$ cat src/hw/rtl/cov_pkg.sv
// Package with shared types, constants and the pair-address helper function of the co-visibility selector.
`timescale 1ns / 1ps
package cov_pkg;

	localparam int MAX_CAMS = 64;
	localparam int CAM_W = 6;
	localparam int CNT_W = 32;
	localparam int NCAM_W = 7;
	localparam int MINS_W = 16;
	localparam int DEPTH = MAX_CAMS * MAX_CAMS;
	localparam int ADDR_W = $clog2(DEPTH);
	localparam int CFG_IDX_W = 2;
	localparam int CFG_DATA_W = 16;

	localparam logic [1:0] CMD_CLEAR = 2'd0;
	localparam logic [1:0] CMD_ADD = 2'd1;
	localparam logic [1:0] CMD_QUERY = 2'd2;

	localparam logic [CFG_IDX_W-1:0] REG_NUM_CAMS = 2'd0;
	localparam logic [CFG_IDX_W-1:0] REG_WANT_COUNT = 2'd1;
	localparam logic [CFG_IDX_W-1:0] REG_MIN_SHARED = 2'd2;

	typedef struct packed {
		logic [1:0] cmd;
		logic [CAM_W-1:0] ref_cam;
		logic [CAM_W-1:0] target_cam;
	} cov_item_t;

	typedef struct packed {
		logic found;
		logic [CAM_W-1:0] cam_index;
		logic [CNT_W-1:0] shared_count;
		logic last;
	} cov_result_t;

	// Commands from the controller to the datapath.
	typedef struct packed {
		logic latch;
		logic clr_we;
		logic add_rd;
		logic add_wr;
		logic q_init;
		logic scan_issue;
		logic decide;
		logic emit_final;
	} cov_cmd_t;

	// Status from the datapath to the controller.
	typedef struct packed {
		logic [1:0] cmd;
		logic clr_done;
		logic add_ok;
		logic query_ok;
		logic scan_end;
		logic qualify;
		logic pass_last;
	} cov_stat_t;

	// Table address of a camera pair: smaller camera is the row.
	function automatic logic [ADDR_W-1:0] pair_addr(input logic [CAM_W-1:0] a,
			input logic [CAM_W-1:0] b);
		logic [CAM_W-1:0] lo;
		logic [CAM_W-1:0] hi;
		lo = (a < b) ? a : b;
		hi = (a < b) ? b : a;
		return ADDR_W'(int'(lo) * MAX_CAMS + int'(hi));
	endfunction

endpackage

$ cat src/hw/rtl/cov_ctrl.sv
// Controller state machine that sequences clear, add and query commands.
`timescale 1ns / 1ps
module cov_ctrl (
	input logic clk,
	input logic arst_n,
	input logic start,
	output logic busy,
	input cov_pkg::cov_stat_t stat,
	output cov_pkg::cov_cmd_t cmd
);
	import cov_pkg::*;

	typedef enum logic [3:0] {
		S_CLEAR,
		S_IDLE,
		S_DISPATCH,
		S_ADD_RD,
		S_ADD_WR,
		S_SCAN,
		S_DRAIN,
		S_DECIDE,
		S_FINAL
	} state_t;

	state_t state_q;

	// State register; the table is swept clean after reset.
	always_ff @(posedge clk or negedge arst_n) begin
		if (!arst_n) begin
			state_q <= S_CLEAR;
		end else begin
			unique case (state_q)
				S_CLEAR: if (stat.clr_done) state_q <= S_IDLE;
				S_IDLE: if (start) state_q <= S_DISPATCH;
				S_DISPATCH: begin
					unique case (stat.cmd)
						CMD_CLEAR: state_q <= S_CLEAR;
						CMD_ADD: state_q <= stat.add_ok ? S_ADD_RD : S_IDLE;
						CMD_QUERY: state_q <= stat.query_ok ? S_SCAN : S_FINAL;
						default: state_q <= S_IDLE;
					endcase
				end
				S_ADD_RD: state_q <= S_ADD_WR;
				S_ADD_WR: state_q <= S_IDLE;
				S_SCAN: if (stat.scan_end) state_q <= S_DRAIN;
				S_DRAIN: state_q <= S_DECIDE;
				S_DECIDE: state_q <= (stat.qualify && !stat.pass_last) ? S_SCAN : S_FINAL;
				S_FINAL: state_q <= S_IDLE;
				default: state_q <= S_IDLE;
			endcase
		end
	end

	// Datapath commands decoded from the state.
	always_comb begin
		cmd = '0;
		cmd.latch = (state_q == S_IDLE) && start;
		cmd.clr_we = (state_q == S_CLEAR);
		cmd.add_rd = (state_q == S_ADD_RD);
		cmd.add_wr = (state_q == S_ADD_WR);
		cmd.q_init = (state_q == S_DISPATCH);
		cmd.scan_issue = (state_q == S_SCAN);
		cmd.decide = (state_q == S_DECIDE);
		cmd.emit_final = (state_q == S_FINAL);
	end

	assign busy = (state_q != S_IDLE);

endmodule

$ cat config.mk
export PLATFORM = sky130hd
export DESIGN_NAME = cov_ctrl
export DESIGN_NICKNAME = d
export VERILOG_FILES = /design/src/hw/rtl/cov_pkg.sv /design/src/hw/rtl/cov_ctrl.sv
export SDC_FILE = /design/constraint.sdc
export NUM_CORES = 1
export LEC_CHECK = 0
export BUFFER_PORTS_ARGS = -buffer_cell sky130_fd_sc_hd__buf_2
export CAP_MARGIN = 40
export CORE_AREA = 3 3 40 42
export DETAILED_ROUTE_END_ITERATION = 8
export DIE_AREA = 0 0 43 45
export PLACE_DENSITY = 0.54
export SYNTH_ARGS = -nofsm -noshare
export SYNTH_HDL_FRONTEND = slang
export SYNTH_SLANG_ARGS = --single-unit
export TNS_END_PERCENT = 20
$ cat constraint.sdc
create_clock -name clk -period 1.5 [get_ports clk]
set_input_delay 0.3 -clock clk [delete_from_list [all_inputs] [get_ports clk]]
set_output_delay 0.3 -clock clk [all_outputs]
set_load 0.05 [all_outputs]
==> results of run 1 <==
## power breakdown
group | internal [mW] | leakage, nW | total, mW | switching (mW)
Sequential | 0.148 | 0.0478 | 0.222 | 0.0739
Combinational | 0.365 | 0.232 | 0.863 | 0.498
Clock | 0.0894 | 0.0138 | 0.132 | 0.0423
Total | 0.602 | 0.294 | 1.22 | 0.615
## critical path, cell delays in order (launching register included)
cell and delay, ps:
dfrtp_2 450, inv_1 130, nor4_4 270, buf_6 190
## Yosys cell counts
cell	n
dfrtp_1	4
nor2_1	4
nor2b_1	3
a21oi_1	2
buf_2	2
nand2_1	2
nand2b_1	2
nor3_1	2
nor4_1	2
a31oi_1	1
and3_1	1
and3b_1	1
and4b_1	1
buf_4	1
inv_1	1
inv_2	1
mux2_2	1
nand2b_2	1
nand3b_1	1
nor4b_2	1
o2111a_1	1
o211ai_1	1
o31a_1	1
o32ai_1	1
or4_1	1
## per-stage QoR
step                TNS [ps]  utilization [%]
global placement       -35.5             42.2
floorplan               -778                -
finish                  -280             50.4
CTS                     -583             49.5
global route            -793             50.4
detailed placement     -16.8             42.2
## metal layers
layer  track usage [%]  vias up  share of wire (%)  wire length (um)
li1                  -      202                  -                 -
met1              13.1      195                 40               386
met2              17.7       21                 49               466
met3              3.59        2                9.0                86
met4              9.04        0                2.0                19
met5                 0        -                  0                 0
## cell families after synthesis
kind of cell,count (synthesis),synth area share [%]
and+or+nand+nor,22,42.6
muxes,1,3.42
DFF,4,30.4
AOI/OAI and AO/OA,7,16.0
buffers and inverters,5,7.60
## cell type report
cell class                      instances  area (um2)  share of cell area [%]
Inverter                                2        7.51                    1.16
Clock buffer                            3        22.5                    3.47
Tap cell                               15        18.8                    2.90
Timing Repair Buffer                   28         228                    35.1
Sequential cell                         4         104                    16.0
Multi-Input combinational cell         30         268                    41.3
## worst min path at each step
stage | startpoint | cells after the start | to
4_1_cts | stat[3] | 2 | state_q[3]$_DFFE_PN0P_
5_1_grt | stat[3] | 2 | state_q[3]$_DFFE_PN0P_
3_3_place_gp | arst_n | 1 | state_q[1]$_DFFE_PN0P_
2_1_floorplan | arst_n | 0 | state_q[0]$_DFFE_PN0P_
3_5_place_dp | arst_n | 1 | state_q[1]$_DFFE_PN0P_
6_report | stat[3] | 2 | state_q[3]$_DFFE_PN0P_
## what timing repair did
item | in CTS | in global routing
setup buffers | 1 | 0
gates cloned | 0 | 0
hold endpoints to repair | 4 | 0
setup endpoints to repair | 9 | 9
hold buffers | 1 | 0
gates resized for setup | 19 | 3
pin swaps | 1 | 1
==> summary.md, run 1 <==
| Metric | Value |
|---|---|
| First-pass GRT wire length | 1590 um |
| CP required | 1200 ps |
| Core ar. | 0.00128 mm2 |
| FF-to-FF setup slack | 50 ps |
| Slew margin rel. | 82.4% |
| Vias | 420 |
| Synth area leaders | dfrtp_1 (30%), nor2b_1 (5.7%), nor2_1 (4.6%) |
| Clk_lat worst skew | 230 ps |
| Max reg flops | 4 |
| Mapped Nets | 50 |
| Clk pin slew, worst setup/hold paths | 40 ps |
| Worst Tran Pin Value | 262 ps |
| Fin. max-slew vios | 0 |
| WL per Instance | 11.7 um |
| Startpoint types | flop |
| Power, Total | 1.22 mW |
| Vias in the first global route | 378 |
| Period utilization | 105% |
| Sequential area share after synthesis | 30.4% |
| Syn Area/Cell | 8.44 um2 |
| Failing checks | negative setup slack |
| Antenna cells | 0 |
| Biggest registers after layout | state_q: 4 flops |
| Reg2Reg Depth | 4 |
| CTS Buf Count | 3 |
| Syn Inst Count | 39 |
| Fin Clk Skew | 0.159 ps |
| GRT Total Usage | 11.4% |
| TritonCTS clock tree | yes |
| WP data arrival | 1280 ps |
| PwrDens | 1880 mW/mm2 |
| Post-DP HPWL | 748 um |
| Biggest register | state_q |
| Filler Cell Count | 121 |
| Total detailed-routing wirelength | 959 um |
| H-tree Lvls | 1 |
| Share of cells above drive strength 1 | 64.2% |
| WS Path Type | flop to output port |
| Post-synth top area share | 30.4% |
| DP Area | 542 um2 |
| Global route total overflow | 0 |
| Routability cong. | 0.685 |
| Area delta synth->final | 97.0% |
| Leading area contributor after synthesis | dfrtp_1 |
| Post-Place Setup Slack | -16.8 ps |
| Reg2reg end | state_q[2]$_DFFE_PN0P_ |
| Max Buffers Root-to-Sink | 2 |
| Synth warnings | 0 |
| Post-Syn Area | 329 um2 |
| Placed cells | 77 |
| Number of synthesized register bits | 4 |
| Most frequent cells in the layout | buf_2 (11), buf_6 (8), buf_4 (7) |
| CP endpoint kind | output port |
| Starting Density | 25.6% |
| Minimum clock period | 1580 ps |
| Die area | 0.00194 mm2 |
| Nets | 80 |
| Pin count of the biggest net entering global routing | 10 |
| Row cnt | 13 |
| Port Buffers | 19 |
| Clock Tree Root | clkbuf_4 |
| # IOs | 20 |
| Routed Antenna Nets | 0 |
| Final hold violations | 0 |
| DRT Pass-1 Iters | 4 |
| Remaining DRCs | 0 |
| Max-cap violations | 0 |
| CP Max Fanout | 7 |
| Final worst setup slack | -75.7 ps |
| Crit path capture | cmd[0] |
| Hold slack | 291 ps |
| Die Span Y | 45 um |
| Fmax | 635 MHz |
| Status | finished with violations |
| Clk sinks | 4 |
| Peak VDD IR | 0.900 mV |
| 1st-iter DRT viols | 7 |
| RSZ-0062 raised after global routing | true |
| Cell variety after synth | 25 |
| HP Class | input port to flop |
| Final setup fails | 6 |
| Drt via density | 5.12 |
| Leak | 0.294 nW |
| Worst r2r src | state_q[1]$_DFFE_PN0P_ |
| Initial antenna violation count | 0 |
| Crit path from | state_q[3]$_DFFE_PN0P_ |
| Layout Cells excl Fill | 82 |
| Most common library cell in the layout ignoring fill and taps | buf_2 |
| Die width | 43 um |
| Design Area, Final | 648 um2 |
(Power assumes the default switching activity.)
==> run 2: changes to the inputs <==
--- a/config.mk
+++ b/config.mk
@@ -10,6 +10,8 @@
 export CORE_AREA = 3 3 40 42
 export DETAILED_ROUTE_END_ITERATION = 8
 export DIE_AREA = 0 0 43 45
+export HOLD_SLACK_MARGIN = 0.05
+export MAX_ROUTING_LAYER = met4
 export PLACE_DENSITY = 0.54
 export SYNTH_ARGS = -nofsm -noshare
 export SYNTH_HDL_FRONTEND = slang
==> summary.md, run 2 (synthesis gave the netlist of run 1 again) <==
| Metric | Value |
|---|---|
| Nets | 80 (unchanged) |
| WL per Instance | 11.7 um (+0.10%) |
| Critical-path cell list | inv_1 > nor4_4 > buf_6 |
| Die area | 0.00194 mm2 (unchanged) |
| CTS Buf Count | 3 (unchanged) |
| Post-DP HPWL | 748 um (unchanged) |
| Multi-input gate area | 268 um2 (unchanged) |
| Bufs and invs on worst path | 2 (unchanged) |
| Leak | 0.294 nW (unchanged) |
| Fin Clk Skew | 0.157 ps (-0.00237 ps) |
| Most common library cell in the layout ignoring fill and taps | buf_2 |
| Final setup fails | 6 (unchanged) |
| Total detailed-routing wirelength | 960 um (+0.10%) |
| Post-layout util | 50.4% (unchanged) |
| Pin count of the biggest net entering global routing | 10 (unchanged) |
| Max-cap violations | 0 (unchanged) |
| Vias in the first global route | 378 (unchanged) |
| CP Max Fanout | 7 (unchanged) |
| H-tree Lvls | 1 (unchanged) |
| Worst Tran Pin Value | 264 ps (+1.86 ps) |
| Share of cells above drive strength 1 | 64.2% (unchanged) |
| CP required | 1200 ps (about the same) |
| Routed Antenna Nets | 0 (unchanged) |
| Port Buffers | 19 (unchanged) |
| RSZ-0062 raised after global routing | true |
| Routability cong. | 0.693 (+1.1%) |
| Vias | 422 (+0.48%) |
| Fmax | 634 MHz (about the same) |
| First-pass GRT wire length | 1590 um (unchanged) |
| Slew margin rel. | 82.3% (-0.12 points) |
| Period utilization | 105% (about the same) |
| 1st-iter DRT viols | 7 (unchanged) |
| PwrDens | 1880 mW/mm2 (about the same) |
| Family with the most delay on the worst path | flip-flops |
| Antenna cells | 0 (unchanged) |
| Fin. max-slew vios | 0 (unchanged) |
| DRT Pass-1 Iters | 4 (unchanged) |
| Biggest register | state_q |
| CP endpoint kind | output port |
| Core ar. | 0.00128 mm2 (unchanged) |
| Remaining DRCs | 0 (unchanged) |
| Hold slack | 292 ps (+1.55 ps) |
| TritonCTS clock tree | yes |
| GRT Total Usage | 11.8% (+0.34 points) |
| HP Class | input port to flop |
| Sequential cell area | 104 um2 (unchanged) |
| Die Span Y | 45 um (unchanged) |
| Most frequent cells in the layout | buf_2 (11), buf_6 (8), buf_4 (7) |
| Clk_lat worst skew | 230 ps (about the same) |
| Final worst setup slack | -76.2 ps (-0.481 ps) |
| Final hold violations | 0 (unchanged) |
| Global route total overflow | 0 (unchanged) |
| Drt via density | 5.15 (+0.48%) |
| Clk pin slew, worst setup/hold paths | 40 ps (about the same) |
| Clock Tree Root | clkbuf_4 |
| Status | finished with violations |
| Initial antenna violation count | 0 (unchanged) |
| Peak VDD IR | 0.898 mV (-0.16%) |
| Biggest registers after layout | state_q: 4 flops |
| Area delta synth->final | 97.0% (unchanged) |
| Row cnt | 13 (unchanged) |
| Minimum clock period | 1580 ps (+0.481 ps) |
| Max reg flops | 4 (unchanged) |
| Power, Total | 1.22 mW (about the same) |
| Startpoint types | flop |
| WP data arrival | 1280 ps (about the same) |
| Starting Density | 25.6% (unchanged) |
| Filler Cell Count | 121 (unchanged) |
| # IOs | 20 (unchanged) |
| CP max-delay cell | dfrtp_2 |
| Die width | 43 um (unchanged) |
| Failing checks | negative setup slack |
| Clk sinks | 4 (unchanged) |
| Max incr delay on CP | 450 ps (about the same) |
| Max Buffers Root-to-Sink | 2 (unchanged) |
| WS Path Type | flop to output port |
| Post-Place Setup Slack | -16.8 ps (unchanged) |
[run 2: cell counts in the layout (fill, tap and decap cells not counted)]
Identical to the previous run, type by type.
[run 2: area by class of cell]
cell class / instances / share of cell area, %
inverters: 2 / 1.16
flip-flops and latches: 4 / 16.0
repair buffers: 28 / 35.1
clock buffers: 3 / 3.47
multi-input cells: 30 / 41.3
well taps: 15 / 2.90
[run 2: final timing paths]
check,from,slack (ps),end,cells after the start
min reg2reg,state_q[1]$_DFFE_PN0P_,680,state_q[1]$_DFFE_PN0P_,2
max reg2reg,state_q[1]$_DFFE_PN0P_,50,state_q[2]$_DFFE_PN0P_,4
min in group asynchronous,arst_n,400,state_q[2]$_DFFE_PN0P_,2
min,stat[3],290,state_q[3]$_DFFE_PN0P_,2
max in group asynchronous,arst_n,970,state_q[3]$_DFFE_PN0P_,2
max,state_q[3]$_DFFE_PN0P_,-80,cmd[0],3
[run 2: report_power, final]
| group | leakage, nW | internal, mW | total, mW | switching (mW) |
|---|---|---|---|---|
| Combinational | 0.232 | 0.365 | 0.864 | 0.499 |
| Clock | 0.0138 | 0.0893 | 0.131 | 0.0416 |
| Sequential | 0.0478 | 0.148 | 0.223 | 0.0747 |
| Total | 0.294 | 0.602 | 1.22 | 0.615 |
[run 2: through the flow]
stage	area, um2	TNS (ps)	cells
after floorplan	384	-778	39
after global placement	542	-35.5	77
final	648	-284	82
after detailed placement	542	-16.8	77
after CTS	636	-583	82
after global routing	648	-793	82
[run 2: repair_timing]
item                       4_1_cts  5_1_grt
buffers inserted                 1        0
setup endpoints to repair        9        9
gates resized for setup         19        3
hold buffers                     1        0
hold endpoints to repair         4        0
pin swaps                        1        1
[run 2: metal layers]
metal / GRT usage [%] / up-vias / part of all wire (%)
li1: - / 202 / -
met1: 13.1 / 199 / 42
met2: 17.7 / 19 / 49
met3: 3.59 / 2 / 6.9
met4: 9.04 / 0 / 2.0
met5: - / - / 0
